### config.mk
export PLATFORM = sky130hd
export DESIGN_NAME = ble_adv_data_parser
export DESIGN_NICKNAME = d
export VERILOG_FILES = /design/src/rtl/ble_adv_pkg.sv /design/src/rtl/ble_adv_data_parser.sv
export SDC_FILE = /design/constraint.sdc
export NUM_CORES = 1
export LEC_CHECK = 0
export CAP_MARGIN = 20
export CELL_PAD_IN_SITES_DETAIL_PLACEMENT = 1
export CELL_PAD_IN_SITES_GLOBAL_PLACEMENT = 1
export CORE_MARGIN = 2
export CORE_UTILIZATION = 45
export CTS_CLUSTER_SIZE = 24
export DETAILED_ROUTE_END_ITERATION = 8
export DONT_BUFFER_PORTS = 1
export PLACE_DENSITY_LB_ADDON = 0.1
export SLEW_MARGIN = 15
export SYNTH_ARGS = -nofsm -noshare
export SYNTH_HDL_FRONTEND = slang
export SYNTH_SLANG_ARGS = --single-unit
### constraint.sdc
create_clock -name clk -period 5 [get_ports clk]
set_input_delay 1 -clock clk [delete_from_list [all_inputs] [get_ports clk]]
set_output_delay 1 -clock clk [all_outputs]
set_load 0.05 [all_outputs]
### src/rtl/ble_adv_pkg.sv
// Package with AD type codes and the result record of the advertising data parser.
`timescale 1ns / 1ps

package ble_adv_pkg;

  localparam logic [7:0] TYPE_FLAGS       = 8'h01;
  localparam logic [7:0] TYPE_UUID16_SOME = 8'h02;
  localparam logic [7:0] TYPE_UUID16_ALL  = 8'h03;
  localparam logic [7:0] TYPE_NAME_SHORT  = 8'h08;
  localparam logic [7:0] TYPE_NAME_FULL   = 8'h09;
  localparam logic [7:0] TYPE_APPEARANCE  = 8'h19;
  localparam logic [15:0] UUID_HID        = 16'h1812;
  localparam logic [9:0] HID_CATEGORY     = 10'd15;

  localparam int unsigned RESULT_BITS = 44;
  localparam int unsigned RESULT_TDATA_W = 48;

  typedef struct packed {
    logic       name_is_full;
    logic [7:0] name_length;
    logic [7:0] name_offset;
    logic       name_found;
    logic [7:0] adv_flags;
    logic       flags_present;
    logic [15:0] appearance;
    logic       is_hid;
  } result_t;

endpackage

### src/rtl/ble_adv_data_parser.sv
// Top level of the BLE advertising data parser: AD structure walk and summary output.
// The summary is written into the result buffer when the last byte is accepted.
// Throughput: one advertising byte per cycle while s_tready is high; a single registered pass.
// A two-entry result buffer keeps input flowing while one summary waits to be taken.
// Reset (rst, synchronous, active high) clears the parse state and empties the buffer.
// After each summary the parse state returns to its reset values for the next packet.
`timescale 1ns / 1ps

module ble_adv_data_parser #(
  parameter int unsigned MAX_PACKET_BYTES = 255
) (
  input  logic        clk,
  input  logic        rst,
  input  logic        s_tvalid,
  output logic        s_tready,
  input  logic [7:0]  s_tdata,   // data_byte[7:0]
  input  logic        s_tlast,   // last_byte
  output logic        m_tvalid,
  input  logic        m_tready,
  output logic [ble_adv_pkg::RESULT_TDATA_W-1:0] m_tdata
  // m_tdata fields from bit 0: is_hid, appearance[15:0], flags_present, adv_flags[7:0],
  // name_found, name_offset[7:0], name_length[7:0], name_is_full, zero fill.
);

  import ble_adv_pkg::*;

  localparam int unsigned POS_W = $clog2(MAX_PACKET_BYTES + 1);
  localparam logic [POS_W-1:0] POS_MAX = POS_W'(MAX_PACKET_BYTES);

  logic [POS_W-1:0] byte_position, byte_position_next;
  logic [7:0]  bytes_left, bytes_left_next;
  logic [7:0]  field_kind, field_kind_next;
  logic [7:0]  payload_index, payload_index_next;
  logic [7:0]  held_low_byte, held_low_byte_next;
  logic        parse_stopped, parse_stopped_next;
  logic [15:0] pending_value, pending_value_next;
  logic        pending_hit, pending_hit_next;
  logic        hid_seen, hid_seen_next;
  logic [15:0] appearance_value, appearance_value_next;
  logic        flags_seen, flags_seen_next;
  logic [7:0]  flags_value, flags_value_next;
  logic        name_seen, name_seen_next;
  logic [7:0]  name_start, name_start_next;
  logic [7:0]  name_size, name_size_next;
  logic        name_is_complete, name_is_complete_next;

  result_t     result_new;
  result_t     slot0, slot1;
  logic [1:0]  count;
  logic        accept, push, pop;
  logic [7:0]  k;

  assign s_tready = (count != 2'd2);
  assign accept   = s_tvalid && s_tready;
  assign push     = accept && s_tlast;
  assign m_tvalid = (count != 2'd0);
  assign pop      = m_tvalid && m_tready;
  assign m_tdata  = {{(RESULT_TDATA_W - RESULT_BITS){1'b0}}, slot0};

  always_comb begin
    byte_position_next    = byte_position;
    bytes_left_next       = bytes_left;
    field_kind_next       = field_kind;
    payload_index_next    = payload_index;
    held_low_byte_next    = held_low_byte;
    parse_stopped_next    = parse_stopped;
    pending_value_next    = pending_value;
    pending_hit_next      = pending_hit;
    hid_seen_next         = hid_seen;
    appearance_value_next = appearance_value;
    flags_seen_next       = flags_seen;
    flags_value_next      = flags_value;
    name_seen_next        = name_seen;
    name_start_next       = name_start;
    name_size_next        = name_size;
    name_is_complete_next = name_is_complete;
    k                     = payload_index - 8'd1;
    result_new            = '0;

    if (accept) begin
      if (!parse_stopped && (byte_position < POS_MAX)) begin
        if (bytes_left == 8'd0) begin
          if (s_tdata == 8'd0) begin
            parse_stopped_next = 1'b1;
          end else begin
            bytes_left_next    = s_tdata;
            payload_index_next = 8'd0;
          end
        end else begin
          if (payload_index == 8'd0) begin
            field_kind_next    = s_tdata;
            pending_hit_next   = 1'b0;
            pending_value_next = 16'(byte_position) + 16'd1;
          end else begin
            unique case (field_kind) inside
              TYPE_FLAGS: begin
                if (k == 8'd0) begin
                  pending_value_next = {8'd0, s_tdata};
                  pending_hit_next   = 1'b1;
                end
              end
              TYPE_UUID16_SOME, TYPE_UUID16_ALL: begin
                if (!k[0]) begin
                  held_low_byte_next = s_tdata;
                end else if ({s_tdata, held_low_byte} == UUID_HID) begin
                  pending_hit_next = 1'b1;
                end
              end
              TYPE_APPEARANCE: begin
                if (k == 8'd0) begin
                  held_low_byte_next = s_tdata;
                end else if (k == 8'd1) begin
                  pending_value_next = {s_tdata, held_low_byte};
                  pending_hit_next   = 1'b1;
                end
              end
              default: begin
              end
            endcase
          end
          payload_index_next = payload_index + 8'd1;
          bytes_left_next    = bytes_left - 8'd1;

          // The structure completes on this byte, so its pending effects take hold.
          if (bytes_left == 8'd1) begin
            unique case (field_kind_next) inside
              TYPE_FLAGS: begin
                if (pending_hit_next) begin
                  flags_seen_next  = 1'b1;
                  flags_value_next = pending_value_next[7:0];
                end
              end
              TYPE_UUID16_SOME, TYPE_UUID16_ALL: begin
                if (pending_hit_next) begin
                  hid_seen_next = 1'b1;
                end
              end
              TYPE_NAME_SHORT, TYPE_NAME_FULL: begin
                if (!name_seen || (field_kind_next == TYPE_NAME_FULL && !name_is_complete)) begin
                  name_seen_next        = 1'b1;
                  name_start_next       = pending_value_next[7:0];
                  name_size_next        = payload_index;
                  name_is_complete_next = (field_kind_next == TYPE_NAME_FULL);
                end
              end
              TYPE_APPEARANCE: begin
                if (pending_hit_next) begin
                  appearance_value_next = pending_value_next;
                  if (pending_value_next[15:6] == HID_CATEGORY) begin
                    hid_seen_next = 1'b1;
                  end
                end
              end
              default: begin
              end
            endcase
          end
        end
      end

      if (byte_position < POS_MAX) begin
        byte_position_next = byte_position + POS_W'(1);
      end

      if (s_tlast) begin
        result_new.is_hid        = hid_seen_next;
        result_new.appearance    = appearance_value_next;
        result_new.flags_present = flags_seen_next;
        result_new.adv_flags     = flags_value_next;
        result_new.name_found    = name_seen_next;
        result_new.name_offset   = name_start_next;
        result_new.name_length   = name_size_next;
        result_new.name_is_full  = name_is_complete_next;

        byte_position_next    = '0;
        bytes_left_next       = '0;
        field_kind_next       = '0;
        payload_index_next    = '0;
        held_low_byte_next    = '0;
        parse_stopped_next    = 1'b0;
        pending_value_next    = '0;
        pending_hit_next      = 1'b0;
        hid_seen_next         = 1'b0;
        appearance_value_next = '0;
        flags_seen_next       = 1'b0;
        flags_value_next      = '0;
        name_seen_next        = 1'b0;
        name_start_next       = '0;
        name_size_next        = '0;
        name_is_complete_next = 1'b0;
      end
    end
  end

  always_ff @(posedge clk) begin
    if (rst) begin
      byte_position    <= '0;
      bytes_left       <= '0;
      field_kind       <= '0;
      payload_index    <= '0;
      held_low_byte    <= '0;
      parse_stopped    <= 1'b0;
      pending_value    <= '0;
      pending_hit      <= 1'b0;
      hid_seen         <= 1'b0;
      appearance_value <= '0;
      flags_seen       <= 1'b0;
      flags_value      <= '0;
      name_seen        <= 1'b0;
      name_start       <= '0;
      name_size        <= '0;
      name_is_complete <= 1'b0;
    end else begin
      byte_position    <= byte_position_next;
      bytes_left       <= bytes_left_next;
      field_kind       <= field_kind_next;
      payload_index    <= payload_index_next;
      held_low_byte    <= held_low_byte_next;
      parse_stopped    <= parse_stopped_next;
      pending_value    <= pending_value_next;
      pending_hit      <= pending_hit_next;
      hid_seen         <= hid_seen_next;
      appearance_value <= appearance_value_next;
      flags_seen       <= flags_seen_next;
      flags_value      <= flags_value_next;
      name_seen        <= name_seen_next;
      name_start       <= name_start_next;
      name_size        <= name_size_next;
      name_is_complete <= name_is_complete_next;
    end
  end

  always_ff @(posedge clk) begin
    if (rst) begin
      count <= 2'd0;
    end else begin
      case ({push, pop})
        2'b10: count <= count + 2'd1;
        2'b01: count <= count - 2'd1;
        default: count <= count;
      endcase
    end
  end

  always_ff @(posedge clk) begin
    if (push && pop) begin
      if (count == 2'd1) begin
        slot0 <= result_new;
      end else begin
        slot0 <= slot1;
        slot1 <= result_new;
      end
    end else if (push) begin
      if (count == 2'd0) begin
        slot0 <= result_new;
      end else begin
        slot1 <= result_new;
      end
    end else if (pop) begin
      slot0 <= slot1;
    end
  end

endmodule

== Yosys cells after proc, flatten, opt, wreduce, memory -nomap -nowiden ==
Index checks and enable logic that the tools add are counted.

* Multiplexer cells: 114
* Add/subtract/negate cells: 7
* Equality and inequality tests: 26
* Reduce and logical (&&, ||, !) cells: 34
* Magnitude comparators: 1

{| class="wikitable"
|+ Operators by type and width
! operator !! number
|-
| $mux W44 || 11
|-
| $mux W8 || 41
|-
| $mux W16 || 16
|-
| $mux W1 || 41
|-
| $eq A8 B1 Y1 const B || 4
|-
| $eq A8 B2 Y1 const B || 4
|-
| $logic_not A8 Y1 || 4
|-
| $pmux W16 S2 || 1
|-
| $add A8 B1 Y8 const B || 2
|-
| $eq A16 B13 Y1 const B || 1
|-
| $eq A8 B4 Y1 const B || 2
|-
| $eq A8 B5 Y1 const B || 2
|-
| $pmux W8 S2 || 1
|-
| $sub A8 B1 Y8 const B || 2
|-
| $reduce_bool A2 Y1 || 7
|-
| $eq A10 B4 Y1 const B || 1
|-
| $ne A2 B2 Y1 const B || 5
|-
| $add A8 B1 Y9 const B || 1
|-
| $ne A3 B3 Y1 const B || 3
|-
| $reduce_and A3 Y1 || 3
|-
| $lt A8 B8 Y1 const B || 1
|-
| $reduce_and A7 Y1 || 1
|-
| $logic_and A1 B1 Y1 || 6
|-
| $reduce_bool A3 Y1 || 2
|-
| 14 further kinds || 20
|}

* Output and inout port bits: 50
* Register bits: 192

== Depth between registers and ports, before layout ==
Gate-level depths: netlist of the first run.

* Depth after elaboration: 21
* Mapped depth: 15

== Worst setup path after synthesis of the first run ==
OpenSTA, ideal clock, no wires.

* Kind: input -> register
* Start: input s_tvalid
* End: register slot1[0] (netlist name), enable pin
* Library setup time: 0.399 ns
* Setup slack: 0.602 ns
* Buffers on the path: 5
* Arrival: 4.000 ns
* Cell stages on the path: 10
* Cells stage by stage: nor2b_1 > buf_1 > nand2_1 > inv_1 > clkbuf_1 > clkbuf_1 > ha_1 > clkbuf_1 > clkbuf_1 > o211a_1

* Longest elaborated chain between the ends: 5
* Elaborated cells between the ends (all ways): 7

{| class="wikitable"
|+ Ends and longest elaborated chain
! element !! RTL line !! RTL
|-
| from (decl) || ble_adv_data_parser.sv:14 || <nowiki>input logic s_tvalid,</nowiki>
|-
| $logic_and A1 B1 Y1 * || ble_adv_data_parser.sv:54 || <nowiki>assign accept = s_tvalid && s_tready;</nowiki>
|-
| $logic_and A1 B1 Y1 * || ble_adv_data_parser.sv:55 || <nowiki>assign push = accept && s_tlast;</nowiki>
|-
| $logic_and A1 B1 Y1 || ble_adv_data_parser.sv:246 || <nowiki>if (push && pop) begin</nowiki>
|-
| $ne A2 B2 Y1 (no line) / $reduce_bool A2 Y1 (equally long branches) || -- ||
|-
| $reduce_and A3 Y1 (no line) * || -- ||
|-
| to (signal assigned) || ble_adv_data_parser.sv:251 || <nowiki>slot1 <= result_new;</nowiki>
|-
| to (signal assigned) || ble_adv_data_parser.sv:257 || <nowiki>slot1 <= result_new;</nowiki>
|-
| to (decl) || ble_adv_data_parser.sv:48 || <nowiki>result_t slot0, slot1;</nowiki>
|}

Mark *: on every way between the ends. The rest lies on a longest branch, timed or not.
A chain may end at the register's enable or synchronous reset.

==> results of run 1 <==
synthesized netlist by cell type (9+ instances only):
master                     number  share of area [%]
sky130_fd_sc_hd__buf_2         15               0.80
sky130_fd_sc_hd__mux2i_1       28                3.0
sky130_fd_sc_hd__and3_1         9               0.60
sky130_fd_sc_hd__edfxtp_1      88                 28
sky130_fd_sc_hd__dfxtp_1      104                 22
sky130_fd_sc_hd__nand2_1       90                3.6
sky130_fd_sc_hd__nand3_1       17               0.90
sky130_fd_sc_hd__o21ai_0       46                2.4
sky130_fd_sc_hd__clkbuf_1      46                1.8
sky130_fd_sc_hd__a22oi_1       67                5.3
sky130_fd_sc_hd__inv_1         17               0.68
sky130_fd_sc_hd__or3_1         11               0.73
sky130_fd_sc_hd__ha_1          13                1.7
sky130_fd_sc_hd__nor3_1        15               0.80
sky130_fd_sc_hd__nor2_1       158                6.3
sky130_fd_sc_hd__xor2_1        10               0.93
sky130_fd_sc_hd__nor3b_1        9               0.72
sky130_fd_sc_hd__a21oi_1       70                3.7
cells in the final DEF (no fill, tap or decap), types with 7 or more instances in the layout:
master,n
sky130_fd_sc_hd__edfxtp_1,88
sky130_fd_sc_hd__a21oi_1,70
sky130_fd_sc_hd__dfxtp_1,104
sky130_fd_sc_hd__o21ai_0,46
sky130_fd_sc_hd__clkbuf_16,17
sky130_fd_sc_hd__nand2_1,89
sky130_fd_sc_hd__nand2b_1,7
sky130_fd_sc_hd__nand4_1,7
sky130_fd_sc_hd__mux2i_1,28
sky130_fd_sc_hd__nor3b_1,9
sky130_fd_sc_hd__a2bb2oi_1,7
sky130_fd_sc_hd__a22oi_1,67
sky130_fd_sc_hd__or3_1,11
sky130_fd_sc_hd__inv_1,17
sky130_fd_sc_hd__ha_1,13
sky130_fd_sc_hd__nor3_1,15
sky130_fd_sc_hd__xor2_1,10
sky130_fd_sc_hd__buf_4,10
sky130_fd_sc_hd__nor2_1,158
sky130_fd_sc_hd__o21bai_1,7
sky130_fd_sc_hd__and3_1,9
sky130_fd_sc_hd__nand3_1,17
path summary, 6_finish.rpt:
| path | start | to | slack, ns | depth (start not counted) |
|---|---|---|---|---|
| setup reg to reg | payload_index[0]$_SDFFE_PP0P_ | slot1[0]$_DFFE_PP_ | 1.23 | 9 |
| setup / recovery | payload_index[0]$_SDFFE_PP0P_ | slot1[0]$_DFFE_PP_ | 1.23 | 9 |
| hold / removal | pending_value[14]$_SDFFE_PP0P_ | pending_value[14]$_SDFFE_PP0P_ | 0.47 | 2 |
| hold reg to reg | pending_value[14]$_SDFFE_PP0P_ | pending_value[14]$_SDFFE_PP0P_ | 0.47 | 2 |
power groups by stage:
stage / Clock (uW) / Combinational (uW) / Sequential, uW
detailed placement: 0 / 1200 / 2580
floorplan: 0 / 869 / 2520
CTS: 1390 / 1200 / 2550
global placement: 0 / 1150 / 2570
finish: 1370 / 1230 / 2540
global route: 1450 / 1330 / 2570
kinds of logic (layout without fill, tap and decap cells):
logic type / after synthesis / in the layout / synth area share, %
other: 1 / 4 / 0.0399
flip-flops: 192 / 192 / 50.2
adder cells (fa/ha/maj): 13 / 13 / 1.73
AO/OA/AOI/OAI: 278 / 278 / 20.1
multiplexers: 29 / 29 / 3.10
AND/OR/NAND/NOR: 376 / 376 / 19.3
XOR/XNOR: 16 / 16 / 1.49
buffers and inverters: 89 / 61 / 4.07
registers in the layout (all words and copies together) (netlist names), 2 cells and up:
name	count
m_tdata	44
slot1	44
appearance_value	16
pending_value	16
byte_position	8
bytes_left	8
field_kind	8
flags_value	8
held_low_byte	8
name_size	8
name_start	8
payload_index	8
count	2
through the flow:
step,setup slack (ns),cells,cell area [sq um]
final,1.23,1239,10100
after global routing,0.914,1239,10100
after CTS,1.26,1238,10100
after detailed placement,1.07,1206,9520
after global placement,1.18,1206,9520
after floorplan,0.602,997,9420
routing by layer:
metal | part of all wire (%) | track usage, % | wire length, um
met5 | 0 | 0 | 0
met4 | 2.7 | 10.3 | 780
met3 | 4.8 | 3.59 | 1370
met2 | 48 | 42.9 | 13900
met1 | 44 | 35.8 | 12700
layout make-up:
class | instances | share of cell area (%)
Sequential cell | 192 | 46.6
Timing Repair Buffer | 11 | 0.939
Tap cell | 270 | 3.34
Multi-Input combinational cell | 716 | 42.6
Clock inverter | 15 | 1.62
Clock buffer | 17 | 4.20
Inverter | 18 | 0.667
worst max-delay path, cell delays in order, from the launching register on:
cell	delay, ns
sky130_fd_sc_hd__dfxtp_1	0.58
sky130_fd_sc_hd__ha_1	0.38
sky130_fd_sc_hd__or3b_2	0.48
sky130_fd_sc_hd__a211oi_1	0.44
sky130_fd_sc_hd__nand3_1	0.47
sky130_fd_sc_hd__a221o_1	0.55
sky130_fd_sc_hd__and3_1	0.20
sky130_fd_sc_hd__and4_1	0.19
sky130_fd_sc_hd__nor2_1	0.15
sky130_fd_sc_hd__nor2_1	0.06
==> impl_metrics.toml, run 1 <==
[job]
max_cap_viol_count = 0

[timing]
worst_case_clock_skew_ns = 0.0142
slew-limit-headroom_pct = 28.3
grt_setup_unrepaired = "false"
report.final.hold_viol_count = 0
finalCritPeriodShare_pct = 75.4
timing.final.max_slew_violations = 0
hold_ws_ns = 0.473
setup_total_negative_slack_ns = 0
fmax_mhz = 265
timing_worst_slew_pin_value_ns = 1.08
finalWorstPathRequiredPeriod_ns = 3.77
setup_viol_count_final = 0

[global_route]
wire_length_of_the_first_global_routing_pass_mm = 45.1
grt_start_max_net_pins = 98
grt_remaining_overflow = 0
grt_pass1_vias = 7921
grt_usage_pct = 26.4
grt_antenna_before_repair = 0

[clocking]
path_clk_slew_ns = 0.08
clock_latency_ns = 0.44
cts_resized = 0
cts-root-buf = "sky130_fd_sc_hd__clkbuf_16"
htree_levels = 4
tritoncts_clock_tree = "built"
post_cts_buffers = 0
clk_sinks = 192
tritoncts.num_buffers = 17
cts.hold.buffers_added = 0
clk_path_buf_depth = 2

[yosys]
syn-cell-area_sq_um = 9410
netlist-cell-type-count = 78
postSynthRegisterBits = 192
yosysWarnings = 0
synth-edff-count = 88
synth_area_per_cell_sq_um = 9.46
postSynthCellCount = 994
synth.yosys.seq_area_share_pct = 50.2
synth_ff_type = "sky130_fd_sc_hd__dfxtp_1"
asyncSetResetFlopFracSynth_pct = 0

[cells_and_area]
area_delta_synth_final_pct = 7.68
regArea_sq_um = 4720
area_used_by_multi_input_combinational_logic_sq_um = 4310
antennaDiodeCount = 0
nets = 982
postLayoutCoreUtil_pct = 49.7
drive_gt1_share_pct = 8.67
n_fill_cell = 2283

[detailed_routing]
route.final.wire_length_mm = 28.7
dr.pass1.iters = 5
routed_via_density = 6.25
vias = 7739
avgRoutedWirePerCell_um = 23.2
drt.antenna.violating_nets = 0
post-route-drc-count = 0
detail_route.iter0.violations = 558

[setup_path]
arrival_ns = 3.94
worst_setup_path_end_kind = "register"
crit_path_start_kind = "register"
critical_path_peak_fanout = 11
critical_path_class = "register to register"
cp_data_required_time_ns = 5.17

[power]
power.internal_uw = 2950
netSwitchingFraction_pct = 42.5
total_leakage_power_uw = 0.00342
p_total_uw = 5140
peakVddDrop_uv = 261
combinationalPowerShare_pct = 23.9
pwr_density_cell_nw_per_um2 = 507
switching_power_uw = 2180
power.share.sequential_pct = 49.4
power_frac_clock_pct = 26.7

[floorplan]
std_cell_rows = 52
ios = 63
fp.dieW_um = 149
std_cell_core_area_sq_um = 20400
die-area_sq_um = 22100
start_util_pct = 46.2
die_h_um = 149

[worst_hold_path]
timing.hold.worst.class = "register to register"

[placement]
port-buffer-count = 0
globalplace.congestion = 0.939
dp.final_hpwl_mm = 19.6

[outcome]
run_status = "completed"
Power figures use the tool's default switching activity.
==> run 2: changes to the inputs <==
- clock period: 5 -> 3.5 ns (I/O delays scaled with it)
==> impl_metrics.toml, run 2 (synthesis results as in run 1) <==
[global_route]
grt.busiest_layer = "met2"
grt_start_max_net_pins = 98
grt_util_met1_pct = 35.1
grt_remaining_overflow = 0
grt_antenna_before_repair = 0
grt_pass1_vias = 8059
grt_util_met3_pct = 4.08
gr-usage-met2_pct = 44.0
wire_length_of_the_first_global_routing_pass_mm = 45.3
grt_usage_pct = 26.3

[clocking]
htree_levels = 4
post_cts_buffers = 0
clock_latency_ns = 0.45
path_clk_slew_ns = 0.08
clk_path_buf_depth = 2
tritoncts_clock_tree = "built"
clk_sinks = 192
cts-root-buf = "sky130_fd_sc_hd__clkbuf_16"
tritoncts.num_buffers = 17

[timing]
setup_viol_count_final = 0
worst_case_clock_skew_ns = 0.0161
timing_worst_slew_pin_value_ns = 0.812
fmax_mhz = 304
setup_total_negative_slack_ns = 0
grt_setup_unrepaired = "true"
finalCritPeriodShare_pct = 94.1
report.final.hold_viol_count = 0
slew-limit-headroom_pct = 45.8
timing.final.max_slew_violations = 0
finalWorstPathRequiredPeriod_ns = 3.29

[floorplan]
std_cell_rows = 52
start_util_pct = 46.2
die_h_um = 149
std_cell_core_area_sq_um = 20400
die-area_sq_um = 22100
fp.dieW_um = 149
ios = 63

[placement]
globalplace.congestion = 0.915
dp.final_hpwl_mm = 20.1
numPlacedInstances = 1248
port-buffer-count = 0

[outcome]
run_status = "completed"

[setup_path]
critPathSlowestCell = "sky130_fd_sc_hd__dfxtp_1"
worst_setup_path_end_kind = "register"
crit_path_start_kind = "register"
worst_path_largest_cell_delay_ns = 0.42
crit_path_cells = "inv_1 > ha_1 > or2_0 > o21ai_0 > a21o_1 > and4b_1 > buf_4 > a221o_1 > a21oi_2 > a21oi_2 > mux2i_1 > o21ai_0"
cp_data_required_time_ns = 3.77
critical_path_peak_fanout = 8
critical_path_class = "register to register"
arrival_ns = 3.57

[detailed_routing]
vias = 7844
dr.pass1.iters = 5
drt.antenna.violating_nets = 0
routed_via_density = 6.13
detail_route.iter0.violations = 441
post-route-drc-count = 0
route.final.wire_length_mm = 28.7
avgRoutedWirePerCell_um = 22.4

[job]
max_cap_viol_count = 0

[cells_and_area]
area_used_by_multi_input_combinational_logic_sq_um = 4350
mostFrequentLayoutCell = "sky130_fd_sc_hd__nor2_1"
regArea_sq_um = 4720
antennaDiodeCount = 0
n_fill_cell = 2288
finished_layout_cells = 1280
area_delta_synth_final_pct = 11.5
drive_gt1_share_pct = 13.1
layout.cells.most_common_list = "sky130_fd_sc_hd__nor2_1 (157), sky130_fd_sc_hd__dfxtp_1 (104), sky130_fd_sc_hd__nand2_1 (89), sky130_fd_sc_hd__edfxtp_1 (88)"
nets = 1023

[power]
total_leakage_power_uw = 0.00364
power.internal_uw = 4340
switching_power_uw = 3200
power_frac_clock_pct = 27.0
pwr_density_cell_nw_per_um2 = 719
power.share.sequential_pct = 47.8
peakVddDrop_uv = 354
netSwitchingFraction_pct = 42.4
combinationalPowerShare_pct = 25.2

[worst_hold_path]
timing.hold.worst.class = "input pin to register"
run 2: cell types whose count changed in the layout (fill, tap and decap cells not counted), sizes merged:
cell      previous run  this run
buf                 11        52
clkinvlp             1         0
inv                 25        27
clkinv               7         6
run 2: layout make-up:
class	count	area share (%)
flip-flops and latches	192	45.0
multi-input cells	716	41.4
clock buffers	17	4.06
repair buffers	52	3.72
well taps	270	3.22
clock inverters	15	1.87
inverters	18	0.644
run 2: metal layers:
layer  up-vias  wire length (um)
li1       3629                 -
met1      3958             12700
met2       209             13800
met3        48              1370
met4         0               786
met5         -                 0
run 2: critical path, delay by kind of cell, from the launching register on:
family | cells | cell delay [ns]
AOI/OAI and AO/OA | 6 | 1.32
and+or+nand+nor | 2 | 0.62
DFF | 1 | 0.42
buffers and inverters | 2 | 0.34
adders and majority gates | 1 | 0.24
muxes | 1 | 0.17
run 2: per-stage QoR:
| step | hold slack, ns | utilization, % | cell area [sq um] | setup WS, ns | power (uW) |
|---|---|---|---|---|---|
| 3_3_place_gp | 0.450 | 48.3 | 9840 | 0.0928 | 5430 |
| 6_report | 0.314 | 51.5 | 10500 | 0.207 | 7540 |
| 4_1_cts | 0.315 | 51.4 | 10500 | 0.0877 | 7540 |
| 2_1_floorplan | 0.440 | - | 9430 | 0.0165 | 4840 |
| 3_5_place_dp | 0.459 | 48.3 | 9840 | -0.0253 | 5530 |
| 5_1_grt | 0.305 | 51.5 | 10500 | -0.00275 | 7850 |
run 2: timing repair:
action / CTS / global route
setup endpoints to repair: 0 / 16
hold buffers: 0 / 0
resized for setup: 0 / 6
run 2: path summary, 6_finish.rpt:
kind	from	slack [ns]	end	cells after the start
worst min register to register	pending_value[14]$_SDFFE_PP0P_	0.47	pending_value[14]$_SDFFE_PP0P_	2
worst min-delay path	rst	0.31	bytes_left[6]$_SDFFE_PP0P_	1
worst max register to register	payload_index[1]$_SDFFE_PP0P_	0.21	m_tdata[23]$_DFFE_PP_	12
worst max-delay path	payload_index[1]$_SDFFE_PP0P_	0.21	m_tdata[23]$_DFFE_PP_	12
run 2: power groups by stage:
| stage | sequential [uW] | combinational (uW) | clock, uW |
|---|---|---|---|
| final | 3600 | 1900 | 2030 |
| after global routing | 3640 | 2070 | 2140 |
| after CTS | 3610 | 1890 | 2050 |
| after detailed placement | 3660 | 1870 | 0 |
| after global placement | 3640 | 1790 | 0 |
| after floorplan | 3590 | 1250 | 0 |
